[src/sv/tcop_pkg.sv]
// ----------------------------------------------------------------------------
// tcop_pkg
// Shared types and constants for the dual-clock offset pinner.
// ----------------------------------------------------------------------------
package tcop_pkg;

    localparam int STAMP_W = 63;
    localparam int OFF_W   = 64;

    localparam logic ACT_STAMP = 1'b0;
    localparam logic ACT_FORCE = 1'b1;

    localparam logic KIND_VALID   = 1'b0;
    localparam logic KIND_INVALID = 1'b1;

    typedef struct packed {
        logic                 action;
        logic [STAMP_W-1:0]   stamp;
        logic                 clock_kind;
    } item_t;

endpackage

[src/sv/tcop_front.sv]
// ----------------------------------------------------------------------------
// tcop_front
// Accepts input transactions into a short two-entry queue toward the back end.
// ----------------------------------------------------------------------------
module tcop_front (
    input  logic            aclk,
    input  logic            aresetn,
    input  logic            in_valid,
    output logic            in_ready,
    input  tcop_pkg::item_t in_item,
    output logic            q_valid,
    input  logic            q_ready,
    output tcop_pkg::item_t q_item
);
    tcop_pkg::item_t mem_reg [2];
    logic       wr_ptr_reg, rd_ptr_reg;
    logic [1:0] cnt_reg;
    logic       push, pop;

    assign in_ready = (cnt_reg != 2'd2);
    assign q_valid  = (cnt_reg != 2'd0);
    assign q_item   = mem_reg[rd_ptr_reg];
    assign push     = in_valid && in_ready;
    assign pop      = q_valid && q_ready;

    always_ff @(posedge aclk) begin
        if (push) begin
            mem_reg[wr_ptr_reg] <= in_item;
        end
        if (!aresetn) begin
            wr_ptr_reg <= 1'b0;
            rd_ptr_reg <= 1'b0;
            cnt_reg    <= 2'd0;
        end else begin
            if (push) wr_ptr_reg <= ~wr_ptr_reg;
            if (pop)  rd_ptr_reg <= ~rd_ptr_reg;
            if (push && !pop) cnt_reg <= cnt_reg + 2'd1;
            else if (pop && !push) cnt_reg <= cnt_reg - 2'd1;
        end
    end
endmodule

[src/sv/tcop_div.sv]
// ----------------------------------------------------------------------------
// tcop_div
// Restoring divider, one quotient bit per cycle, 64-bit saturated quotient.
// ----------------------------------------------------------------------------
module tcop_div #(
    parameter int FRAC_BITS   = 24,
    parameter int COUNT_WIDTH = 32
) (
    input  logic                   aclk,
    input  logic                   aresetn,
    input  logic                   start,
    input  logic [COUNT_WIDTH:0]   num,
    input  logic [63:0]            den,
    output logic                   done,
    output logic [63:0]            quo
);
    localparam int SH    = 2 * FRAC_BITS;
    localparam int STEPS = SH + 64;
    localparam int NW    = COUNT_WIDTH + 1;
    localparam int IW    = $clog2(STEPS + 1);
    localparam int NIW   = $clog2(NW);

    logic [IW-1:0] i_reg;
    logic          busy_reg, sat_reg;
    logic [63:0]   rem_reg, q_reg;
    logic [NW-1:0] n_reg;
    logic [63:0]   den_reg;
    logic          bit_in, sub;
    logic [64:0]   shifted;
    logic [IW-1:0] idx;

    always_comb begin
        idx    = i_reg - IW'(1);
        bit_in = 1'b0;
        if (idx >= IW'(SH) && (idx - IW'(SH)) < IW'(NW)) begin
            bit_in = n_reg[NIW'(idx - IW'(SH))];
        end
        shifted = {rem_reg, bit_in};
        sub     = shifted[64] || (shifted[63:0] >= den_reg);
    end

    assign done = busy_reg && (i_reg == IW'(1));
    assign quo  = (sat_reg || q_reg[63]) ? '1 : {q_reg[62:0], sub};

    always_ff @(posedge aclk) begin
        if (!aresetn) begin
            busy_reg <= 1'b0;
            i_reg    <= '0;
        end else if (start) begin
            busy_reg <= 1'b1;
            i_reg    <= IW'(STEPS);
            n_reg    <= num;
            den_reg  <= den;
            rem_reg  <= '0;
            q_reg    <= '0;
            sat_reg  <= 1'b0;
        end else if (busy_reg) begin
            rem_reg <= sub ? shifted[63:0] - den_reg : shifted[63:0];
            if (q_reg[63]) sat_reg <= 1'b1;
            q_reg <= {q_reg[62:0], sub};
            i_reg <= i_reg - IW'(1);
            if (i_reg == IW'(1)) busy_reg <= 1'b0;
        end
    end
endmodule

[src/sv/tcop_back.sv]
// ----------------------------------------------------------------------------
// tcop_back
// Executes queued transactions: run tracking, bracketing and forced pins.
// ----------------------------------------------------------------------------
module tcop_back #(
    parameter int FRAC_BITS   = 24,
    parameter int COUNT_WIDTH = 32
) (
    input  logic                      aclk,
    input  logic                      aresetn,
    input  logic                      q_valid,
    output logic                      q_ready,
    input  tcop_pkg::item_t           q_item,
    output logic                      m_valid,
    input  logic                      m_ready,
    output logic                      m_estimated_now,
    output logic                      m_offset_known,
    output logic signed [63:0]        m_offset,
    output logic [62:0]               m_error_bound,
    output logic                      m_error_unknown,
    output logic                      m_rate_fault
);
    typedef enum logic [1:0] {ST_IDLE, ST_CALC, ST_DIV, ST_OUT} state_t;
    localparam logic [COUNT_WIDTH-1:0] CMAX = '1;

    state_t state_reg;
    tcop_pkg::item_t it_reg;
    logic [1:0]  cur_reg;
    logic        have_reg, unk_reg;
    logic [63:0] boff_reg;
    logic [62:0] berr_reg;
    logic [62:0] hi_reg [2];
    logic [62:0] lo_reg [2];
    logic [COUNT_WIDTH-1:0] cnt_reg [2];
    logic [63:0] a_reg, b_reg, base_reg;
    logic [62:0] ec_reg;
    logic        est_reg, fault_reg;

    logic        k, o, c, oc;
    logic [63:0] a_n, b_n, mag, off, d1, d2, err;
    logic [63:0] s0, s1, ssum;
    logic [COUNT_WIDTH:0] total;
    logic        div_start, div_done;
    logic [63:0] quo, p, sum;
    logic signed [63:0] basev;

    assign k  = q_item.clock_kind;
    assign o  = ~k;
    assign c  = cur_reg[0];
    assign oc = ~c;

    always_comb begin
        a_n  = {1'b0, hi_reg[k]} + {1'b0, q_item.stamp};
        b_n  = {1'b0, lo_reg[o]} + {1'b0, hi_reg[o]};
        d1   = (q_item.stamp >= hi_reg[k]) ? {1'b0, q_item.stamp - hi_reg[k]}
                                           : {1'b0, hi_reg[k] - q_item.stamp};
        d2   = {1'b0, hi_reg[o] - lo_reg[o]};
        s0   = {1'b0, hi_reg[0] - lo_reg[0]};
        s1   = {1'b0, hi_reg[1] - lo_reg[1]};
        ssum = s0 + s1;
        total = {1'b0, cnt_reg[0]} + {1'b0, cnt_reg[1]};
        mag  = ((a_reg >= b_reg) ? a_reg - b_reg : b_reg - a_reg) >> 1;
        off  = (a_reg >= b_reg) ? mag : 64'd0 - mag;
        if (it_reg.clock_kind == tcop_pkg::KIND_INVALID) off = 64'd0 - off;
        err  = {1'b0, ec_reg};
        basev = $signed({1'b0, lo_reg[c]}) - $signed({1'b0, hi_reg[oc]});
        p    = quo[63] ? 64'h7FFF_FFFF_FFFF_FFFF : quo;
        sum  = base_reg + p;
        if (!base_reg[63] && sum[63]) sum = 64'h7FFF_FFFF_FFFF_FFFF;
        if (c == tcop_pkg::KIND_INVALID) sum = 64'd0 - sum;
    end

    assign q_ready   = (state_reg == ST_IDLE);
    assign m_valid   = (state_reg == ST_OUT);
    assign m_estimated_now = est_reg;
    assign m_offset_known  = have_reg;
    assign m_offset        = $signed(boff_reg);
    assign m_error_bound   = berr_reg;
    assign m_error_unknown = unk_reg;
    assign m_rate_fault    = fault_reg;
    assign div_start = (state_reg == ST_IDLE) && q_valid
                       && q_item.action == tcop_pkg::ACT_FORCE && !have_reg
                       && cnt_reg[1] != '0 && total > (COUNT_WIDTH+1)'(2) && ssum != '0;

    tcop_div #(.FRAC_BITS(FRAC_BITS), .COUNT_WIDTH(COUNT_WIDTH)) u_div (
        .aclk(aclk), .aresetn(aresetn), .start(div_start),
        .num(total - (COUNT_WIDTH+1)'(2)), .den(ssum),
        .done(div_done), .quo(quo)
    );

    always_ff @(posedge aclk) begin
        if (!aresetn) begin
            state_reg <= ST_IDLE;
            cur_reg   <= 2'd2;
            have_reg  <= 1'b0;
            unk_reg   <= 1'b0;
            boff_reg  <= '0;
            berr_reg  <= '0;
            hi_reg[0] <= '0; hi_reg[1] <= '0;
            lo_reg[0] <= '0; lo_reg[1] <= '0;
            cnt_reg[0] <= '0; cnt_reg[1] <= '0;
            est_reg   <= 1'b0;
            fault_reg <= 1'b0;
        end else begin
            case (state_reg)
                ST_IDLE: begin
                    if (q_valid) begin
                        it_reg    <= q_item;
                        est_reg   <= 1'b0;
                        fault_reg <= 1'b0;
                        state_reg <= ST_OUT;
                        if (q_item.action == tcop_pkg::ACT_STAMP) begin
                            if ({1'b0, k} == cur_reg) begin
                                if (cnt_reg[k] != CMAX) begin
                                    cnt_reg[k] <= cnt_reg[k] + COUNT_WIDTH'(1);
                                end
                                if (q_item.stamp > hi_reg[k]) hi_reg[k] <= q_item.stamp;
                                if (q_item.stamp < lo_reg[k]) lo_reg[k] <= q_item.stamp;
                            end else begin
                                cur_reg    <= {1'b0, k};
                                cnt_reg[k] <= COUNT_WIDTH'(1);
                                lo_reg[k]  <= q_item.stamp;
                                hi_reg[k]  <= q_item.stamp;
                                if (lo_reg[k] != '0 && lo_reg[o] != '0) begin
                                    a_reg  <= a_n;
                                    b_reg  <= b_n;
                                    ec_reg <= 63'(((d1 >= d2) ? d1 - d2 : d2 - d1) >> 1);
                                    state_reg <= ST_CALC;
                                end
                            end
                        end else if (!have_reg) begin
                            if (cnt_reg[1] == '0) begin
                                have_reg <= 1'b1;
                                boff_reg <= '0;
                                berr_reg <= '0;
                                unk_reg  <= 1'b0;
                            end else if (total > (COUNT_WIDTH+1)'(2)) begin
                                if (ssum == '0) fault_reg <= 1'b1;
                                else begin
                                    base_reg  <= basev;
                                    state_reg <= ST_DIV;
                                end
                            end else begin
                                berr_reg <= '0;
                                unk_reg  <= 1'b1;
                                boff_reg <= (c == tcop_pkg::KIND_INVALID) ? 64'd0 - basev : basev;
                            end
                        end
                    end
                end
                ST_CALC: begin
                    est_reg <= 1'b1;
                    if (!have_reg || err[62:0] < berr_reg) begin
                        boff_reg <= off;
                        berr_reg <= err[62:0];
                        have_reg <= 1'b1;
                        unk_reg  <= 1'b0;
                    end
                    state_reg <= ST_OUT;
                end
                ST_DIV: begin
                    if (div_done) begin
                        boff_reg  <= sum;
                        berr_reg  <= quo[63:1];
                        unk_reg   <= 1'b0;
                        state_reg <= ST_OUT;
                    end
                end
                ST_OUT: begin
                    if (m_ready) state_reg <= ST_IDLE;
                end
                default: state_reg <= ST_IDLE;
            endcase
        end
    end
endmodule

[src/sv/two_clock_offset_pinner_top.sv]
// ----------------------------------------------------------------------------
// two_clock_offset_pinner_top
// Estimates valid-minus-invalid clock offset from tagged timestamps.
// ----------------------------------------------------------------------------
// Flow: a stamp goes from ST_IDLE to ST_OUT, and may pass through ST_CALC when it
// starts a new run; a force with a rate pin waits in ST_DIV for the bit-serial divider.
// Throughput: one transaction at a time in the back end, a two-entry queue
// in front. Synchronous active-low reset clears all runs and the estimate.
module two_clock_offset_pinner_top #(
    parameter int FRAC_BITS   = 24,
    parameter int COUNT_WIDTH = 32
) (
    input  logic               aclk,
    input  logic               aresetn,
    input  logic               s_valid,
    output logic               s_ready,
    input  logic               s_action,
    input  logic [62:0]        s_stamp,
    input  logic               s_clock_kind,
    output logic               m_valid,
    input  logic               m_ready,
    output logic               m_estimated_now,
    output logic               m_offset_known,
    output logic signed [63:0] m_offset,
    output logic [62:0]        m_error_bound,
    output logic               m_error_unknown,
    output logic               m_rate_fault
);
    tcop_pkg::item_t in_item, q_item;
    logic q_valid, q_ready;

    assign in_item = '{action: s_action, stamp: s_stamp, clock_kind: s_clock_kind};

    tcop_front u_front (
        .aclk(aclk), .aresetn(aresetn),
        .in_valid(s_valid), .in_ready(s_ready), .in_item(in_item),
        .q_valid(q_valid), .q_ready(q_ready), .q_item(q_item)
    );

    tcop_back #(.FRAC_BITS(FRAC_BITS), .COUNT_WIDTH(COUNT_WIDTH)) u_back (
        .aclk(aclk), .aresetn(aresetn),
        .q_valid(q_valid), .q_ready(q_ready), .q_item(q_item),
        .m_valid(m_valid), .m_ready(m_ready),
        .m_estimated_now(m_estimated_now), .m_offset_known(m_offset_known),
        .m_offset(m_offset), .m_error_bound(m_error_bound),
        .m_error_unknown(m_error_unknown), .m_rate_fault(m_rate_fault)
    );
endmodule
[config.mk]
export PLATFORM = sky130hd
export DESIGN_NAME = two_clock_offset_pinner_top
export DESIGN_NICKNAME = d
export VERILOG_FILES = /design/src/sv/tcop_pkg.sv /design/src/sv/tcop_front.sv /design/src/sv/tcop_div.sv /design/src/sv/tcop_back.sv /design/src/sv/two_clock_offset_pinner_top.sv
export SDC_FILE = /design/constraint.sdc
export NUM_CORES = 2
export LEC_CHECK = 0
export BUFFER_PORTS_ARGS = -buffer_cell sky130_fd_sc_hd__buf_2
export CORE_ASPECT_RATIO = 1.25
export CORE_MARGIN = 1.5
export CORE_UTILIZATION = 40
export DETAILED_ROUTE_END_ITERATION = 7
export GPL_TIMING_DRIVEN = 1
export SLEW_MARGIN = 0
export SYNTH_ARGS = -nofsm -noshare
export SYNTH_HDL_FRONTEND = slang
export SYNTH_SLANG_ARGS = --single-unit
[constraint.sdc]
create_clock -name aclk -period 14.19 [get_ports aclk]
set_clock_uncertainty 0.2 [all_clocks]
set_input_delay 1.419 -clock aclk [delete_from_list [all_inputs] [get_ports aclk]]
set_output_delay 1.419 -clock aclk [all_outputs]
set_load 0.02 [all_outputs]
# == Word-level counts from Yosys, hierarchy flattened ==
# Memories as Yosys holds them, arrays and structs flattened. A register that Yosys moved wholly into a read port is not among the register bits.
# Index checks and enable logic that the tools add are counted.
# word_totals
regBits,629
ramBits,446
inputBits,69
out_inout_bits,133
memories,4
# memory_table
name,words,width,rd,rd_ports_with_merged_regs,write_ports,line_no,text
u_front.mem_reg,2,65,1,1,1,tcop_front.sv:15,tcop_pkg::item_t mem_reg [2];
u_back.hi_reg,2,63,5,0,2,tcop_back.sv:32,logic [62:0] hi_reg [2];
u_back.lo_reg,2,63,5,1,2,tcop_back.sv:33,logic [62:0] lo_reg [2];
u_back.cnt_reg,2,32,3,0,2,tcop_back.sv:34,logic [COUNT_WIDTH-1:0] cnt_reg [2];
# classes
n_addsub,26
order_cmp,11
eq_ne,14
mux,119
n_bitwise,13
reduce_logical,49
# op_table
operator,count
64-bit two-way mux,18
63-bit two-way mux,13
63-bit subtractor,5
63-bit by 63-bit adder with 64-bit output,3
64-bit one-hot mux with 3 select lines,1
"1-bit by 64-bit subtractor with 64-bit output, first input constant",3
64-bit subtractor,3
63-bit one-hot mux with 3 select lines,1
64-bit greater-or-equal comparator,2
63-bit < comparator,2
63-bit nonzero test,2
63-bit OR reduction,2
1-bit two-way mux,66
64-bit adder,1
64-bit by 63-bit greater-or-equal comparator with 1-bit output,1
64-bit zero test,1
32-bit two-way mux,2
64-bit nonzero test,1
"1-bit by 63-bit subtractor with 64-bit output, first input constant",1
63-bit by 63-bit subtractor with 64-bit output,1
63-bit by 64-bit subtractor with 64-bit output,1
64-bit by 63-bit subtractor with 64-bit output,1
63-bit greater-or-equal comparator,1
63-bit > comparator,1
43 further kinds,99

# == Logic depth before layout (Yosys ltp) ==
# depth
ltp_word,16
mapped_depth,67
ltp_nobuf,59

# == By module ==
# Synthesis repeated with hierarchy kept, for this count alone.
# hier_totals
cells_unflattened,13557
hier_area_um2,112430.3
# modules_own_cells
module,instances,cells_per_inst,area_per_inst_um2,seq_area_each_um2
tcop_back,1,12029,93811.2,19899.1
tcop_div,1,1302,13693.1,6946.7
tcop_front,1,226,4926.0,4003.8

# == Worst setup path after synthesis ==
# Ideal clock, no wire load.
# synth_timing
path_type,register -> register
startpoint,register u_back.u_div.i_reg[0]
endpoint,register u_back.boff_reg[62] (netlist: u_back.m_offset[62])
setup_ps,120
arrival_time_ps,13150
required_time_ps,13870
slack_ps,720
stages_incl_launch_ff,67
n_path_buf,9
synth_period_minus_slack_ps,13470
cell_sequence,dfxtp_1 buf_1 inv_1 ha_1 buf_1 mux4_2 mux4_2 mux2i_1 o22ai_1 nand2_1 ha_1 fa_1 nor2b_1 o21ai_0 a21boi_0 o21ai_0 a211oi_1 o221ai_1 [... 31 more ...] inv_1 nor2_1 nand2_1 nor2_1 nand2_1 nor2_1 nand3_1 or4_1 nor2b_1 nand2_1 or4_1 or3_1 or3_1 o21ai_0 xnor2_1 o22ai_1 a221oi_2 nor2_1
# synth_via
elab_chain_len,16
word_cells_on_any_way,23
classes_between,add/sub (4); order compare (3); eq/ne (2); mux (9); reduce/logical (5)
# synth_rtl
item,line_no,text
start: declaration,tcop_div.sv:23,logic [IW-1:0] i_reg;
start signal: assignment,tcop_div.sv:51,i_reg <= IW'(STEPS);
start signal: assignment,tcop_div.sv:61,i_reg <= i_reg - IW'(1);
7-bit by 1-bit subtractor with 7-bit output (*),tcop_div.sv:33,idx = i_reg - IW'(1);
named net u_back.u_div.idx[0],tcop_div.sv:30,logic [IW-1:0] idx;
7-bit by 6-bit subtractor with 7-bit output,tcop_div.sv:36,bit_in = n_reg[NIW'(idx - IW'(SH))];
1-bit binary-select mux with 6-bit select / 7-bit by 6-bit < comparator with 1-bit output (equally long branches),"tcop_div.sv:36, tcop_div.sv:35",
1-bit two-way mux (implied by the code) / 1-bit logical AND (equally long branches),"tcop_div.sv:36, tcop_div.sv:35",
1-bit two-way mux (*),tcop_div.sv:35,if (idx >= IW'(SH) && (idx - IW'(SH)) < IW'(NW)) begin
64-bit greater-or-equal comparator (*),tcop_div.sv:39,sub = shifted[64] || (shifted[63:0] >= den_reg);
1-bit logical OR (*),tcop_div.sv:39,
64-bit two-way mux (*),tcop_div.sv:43,"assign quo = (sat_reg || q_reg[63]) ? '1 : {q_reg[62:0], sub};"
63-bit two-way mux (*),tcop_back.sv:67,p = quo[63] ? 64'h7FFF_FFFF_FFFF_FFFF : quo;
64-bit adder (*),tcop_back.sv:68,sum = base_reg + p;
1-bit logical AND,tcop_back.sv:69,if (!base_reg[63] && sum[63]) sum = 64'h7FFF_FFFF_FFFF_FFFF;
64-bit two-way mux (*),tcop_back.sv:69,
1-bit by 64-bit subtractor with 64-bit output,tcop_back.sv:70,if (c == tcop_pkg::KIND_INVALID) sum = 64'd0 - sum;
64-bit two-way mux (*),tcop_back.sv:70,
64-bit two-way mux (*),tcop_back.sv:162,if (div_done) begin
64-bit one-hot mux with 3 select lines (*),tcop_back.sv:105,case (state_reg)
end signal: assignment,tcop_back.sv:146,boff_reg <= (c == tcop_pkg::KIND_INVALID) ? 64'd0 - basev : basev;
end signal: assignment,tcop_back.sv:163,boff_reg <= sum;
end: declaration,tcop_back.sv:30,logic [63:0] boff_reg;
# Mark *: on every way through the listed nets, which the timed path passes. The rest lies on a longest branch. The select of a mux whose other input is x is not followed.
# A chain may end at the register's enable or synchronous reset.

==> results.cfg <==
[final_layout]
register_area_mm2 = 0.0309
mostFrequentLayoutCell = a21oi_1
num-nets-final = 15400
final_area_mm2 = 0.123
final_cell_mix = 1508 x a21oi_1, 1409 x nand2_1, 1391 x nor2_1, 1110 x ha_1, 1027 x inv_1
fillers = 28300
multi_input_area_mm2 = 0.0749
drive_above_1_share_pct = 7.65
largest_reg_flops = 130
area_delta_synth_final_pct = 10.0

[global_route]
overflow = 0
grt_pass1_wl_mm = 701
grt_usage_pct = 33.3
antenna_found_initial = 36
grt_pass1_vias = 102000
grt_max_degree = 134

[drt]
drtIter0Drc = 10200
first_pass_iters = 8
drc = 0
vias = 107000
ant_nets = 0
drt-total-wl_mm = 491
viasPerCell = 5.96
wire_per_inst_um = 27.3

[timing]
min_period_ns = 13.35
finalCritPeriodShare_pct = 94.1
tns_ns = 0
rsz0062_at_grt = no
tightest_slew_ns = 1.37
hold_viol = 0
setup_viol = 0
max_freq_mhz = 74.9
relSlewSlack_pct = 8.52
maxSlewViolCount = 0

[outcome]
status = completed

[clock_tree]
clock_path_buffers = 3
cts_root_buf = clkbuf_16
cts_tree = done
path_clk_slew_ns = 0.06
clock_latency_ns = 0.85
cts_sinks = 1077
post_cts_buffers = 0
numCtsBuffers = 121
cts-htree-levels = 3

[yosys]
synth.cell_area_mm2 = 0.112
synth_cell_type_count = 123
syn-num-nets = 15300
ys_seq_area_share_pct = 27.6
synth-main-ff-cell = edfxtp_1
synthTopCellsByArea = edfxtp_1 25%, ha_1 12%, a21oi_1 6.8%, xnor2_1 5.7%, nand2_1 4.8%
avgSynthCellArea_um2 = 7.95
netlist.area_leader.share_pct = 24.9
ys_seq_elements = 1077
async_reset_ff_share_pct = 0
yosysWarningCount = 0
synth-edff-count = 928
yosys.area.top_type = edfxtp_1
synthCells = 14100

[setup_path]
ff2ff_path_depth = 49
r2r_end = u_back.ec_reg[57]
cp_slowest_cell = o41ai_1
cp.arrival_ns = 13.75
start_kind = flop
rrSetupSlack_ns = 0.84
path_class = flop to flop
endpoint_kind = flop
cp.required_ns = 14.58
critPathMaxStageDelay_ns = 0.89
crit_end = u_back.ec_reg[57]
critical_path.max_fanout = 68
path_common_cell = buf_4

[place]
dp_hpwl_mm = 408
place_area_mm2 = 0.119
place_congestion = 1.05
io_buffers = 201

[floorplanning]
floorplan.initialDensity_pct = 40.3
core-area_mm2 = 0.278
die_h_um = 594
boundaryPins = 202
die-width_um = 476
dieArea_mm2 = 0.283
row_count = 216

[min_path]
hold_path_class = flop to flop
min_from = u_back.m_offset[31]

[job]
maxCapViolCount = 0
[what timing repair did]
item | 4_1_cts | 5_1_grt
setup endpoints to repair | 0 | 6
hold buffers | 0 | 0
resized for setup | 0 | 5
[worst min-delay path by stage]
stage                                      to  slack [ns]  cells past startpoint
after floorplan             u_back.cur_reg[1]        0.25                      1
final                     u_back.m_offset[31]        0.25                      2
after detailed placement  u_back.m_offset[31]        0.25                      2
after CTS                 u_back.m_offset[31]        0.26                      2
after global routing      u_back.m_rate_fault        0.28                      2
after global placement    u_back.m_offset[31]        0.24                      2
[cells by family (layout without fill, tap and decap cells)]
group	count (synthesis)	after routing	share of synthesized area [%]
adder cells (fa/ha/maj)	1130	1130	12.7
buffers and inverters	1687	1908	5.78
multiplexers	312	312	2.95
XOR/XNOR	1016	1016	7.95
other	0	22	0
AO/OA/AOI/OAI	4245	4245	23.7
AND/OR/NAND/NOR	4603	4603	19.3
flip-flops	1077	1077	27.6
[synthesized netlist by cell type, drive strengths merged, types with 102 or more instances]
cell and count:
nand2b 145, nand2 1419, nor2 1398, o21a 117
nor2b 183, and3 102, or3 174, dfxtp 149
a21o 455, xor2 289, clkbuf 534, a211oi 114
ha 1114, o21ai 907, edfxtp 928, nor3 238
nand4 236, a21oi 1517, o21bai 271, inv 1034
a31oi 115, mux2i 282, buf 113, xnor2 727
nand3 295
[cell type report]
type | count | share of cell area [%]
Timing Repair Buffer | 637 | 3.60
Clock buffer | 143 | 2.62
Inverter | 1040 | 3.18
Clock inverter | 88 | 0.881
Tap cell | 3706 | 3.77
Antenna cell | 22 | 0.0447
Multi-Input combinational cell | 11300 | 60.8
Sequential cell | 1077 | 25.1
[worst max-delay path: cells and delay by family, from the launching register on]
| family | cells | cell delay (ns) |
|---|---|---|
| AOI/OAI and AO/OA | 22 | 6.20 |
| xor gates and xnor gates | 2 | 0.44 |
| adders and majority gates | 2 | 0.93 |
| buffers and inverters | 12 | 2.21 |
| DFF | 1 | 0.54 |
| muxes | 3 | 1.09 |
| and+or+nand+nor | 8 | 1.49 |
[per-stage QoR]
step	hold slack, ns	std cells	worst slack, ns	utilization [%]
6_report	0.254	18000	0.838	44.4
5_1_grt	0.278	18000	0.0787	44.3
4_1_cts	0.255	18000	0.535	44.3
3_5_place_dp	0.247	17800	0.670	42.8
3_3_place_gp	0.243	17800	0.560	42.8
2_1_floorplan	0.255	14100	0.720	-
[metal layers]
metal | GRT usage [%] | wire (um) | part of all wire [%]
met5 | 0 | 64 | 0.013
met4 | 22.0 | 38100 | 7.7
met3 | 4.07 | 29200 | 5.9
met2 | 55.5 | 227000 | 46
met1 | 40.3 | 197000 | 40
Power is not shown: default switching activity piles up to over one toggle a cycle in this logic, so the estimate is an artifact.
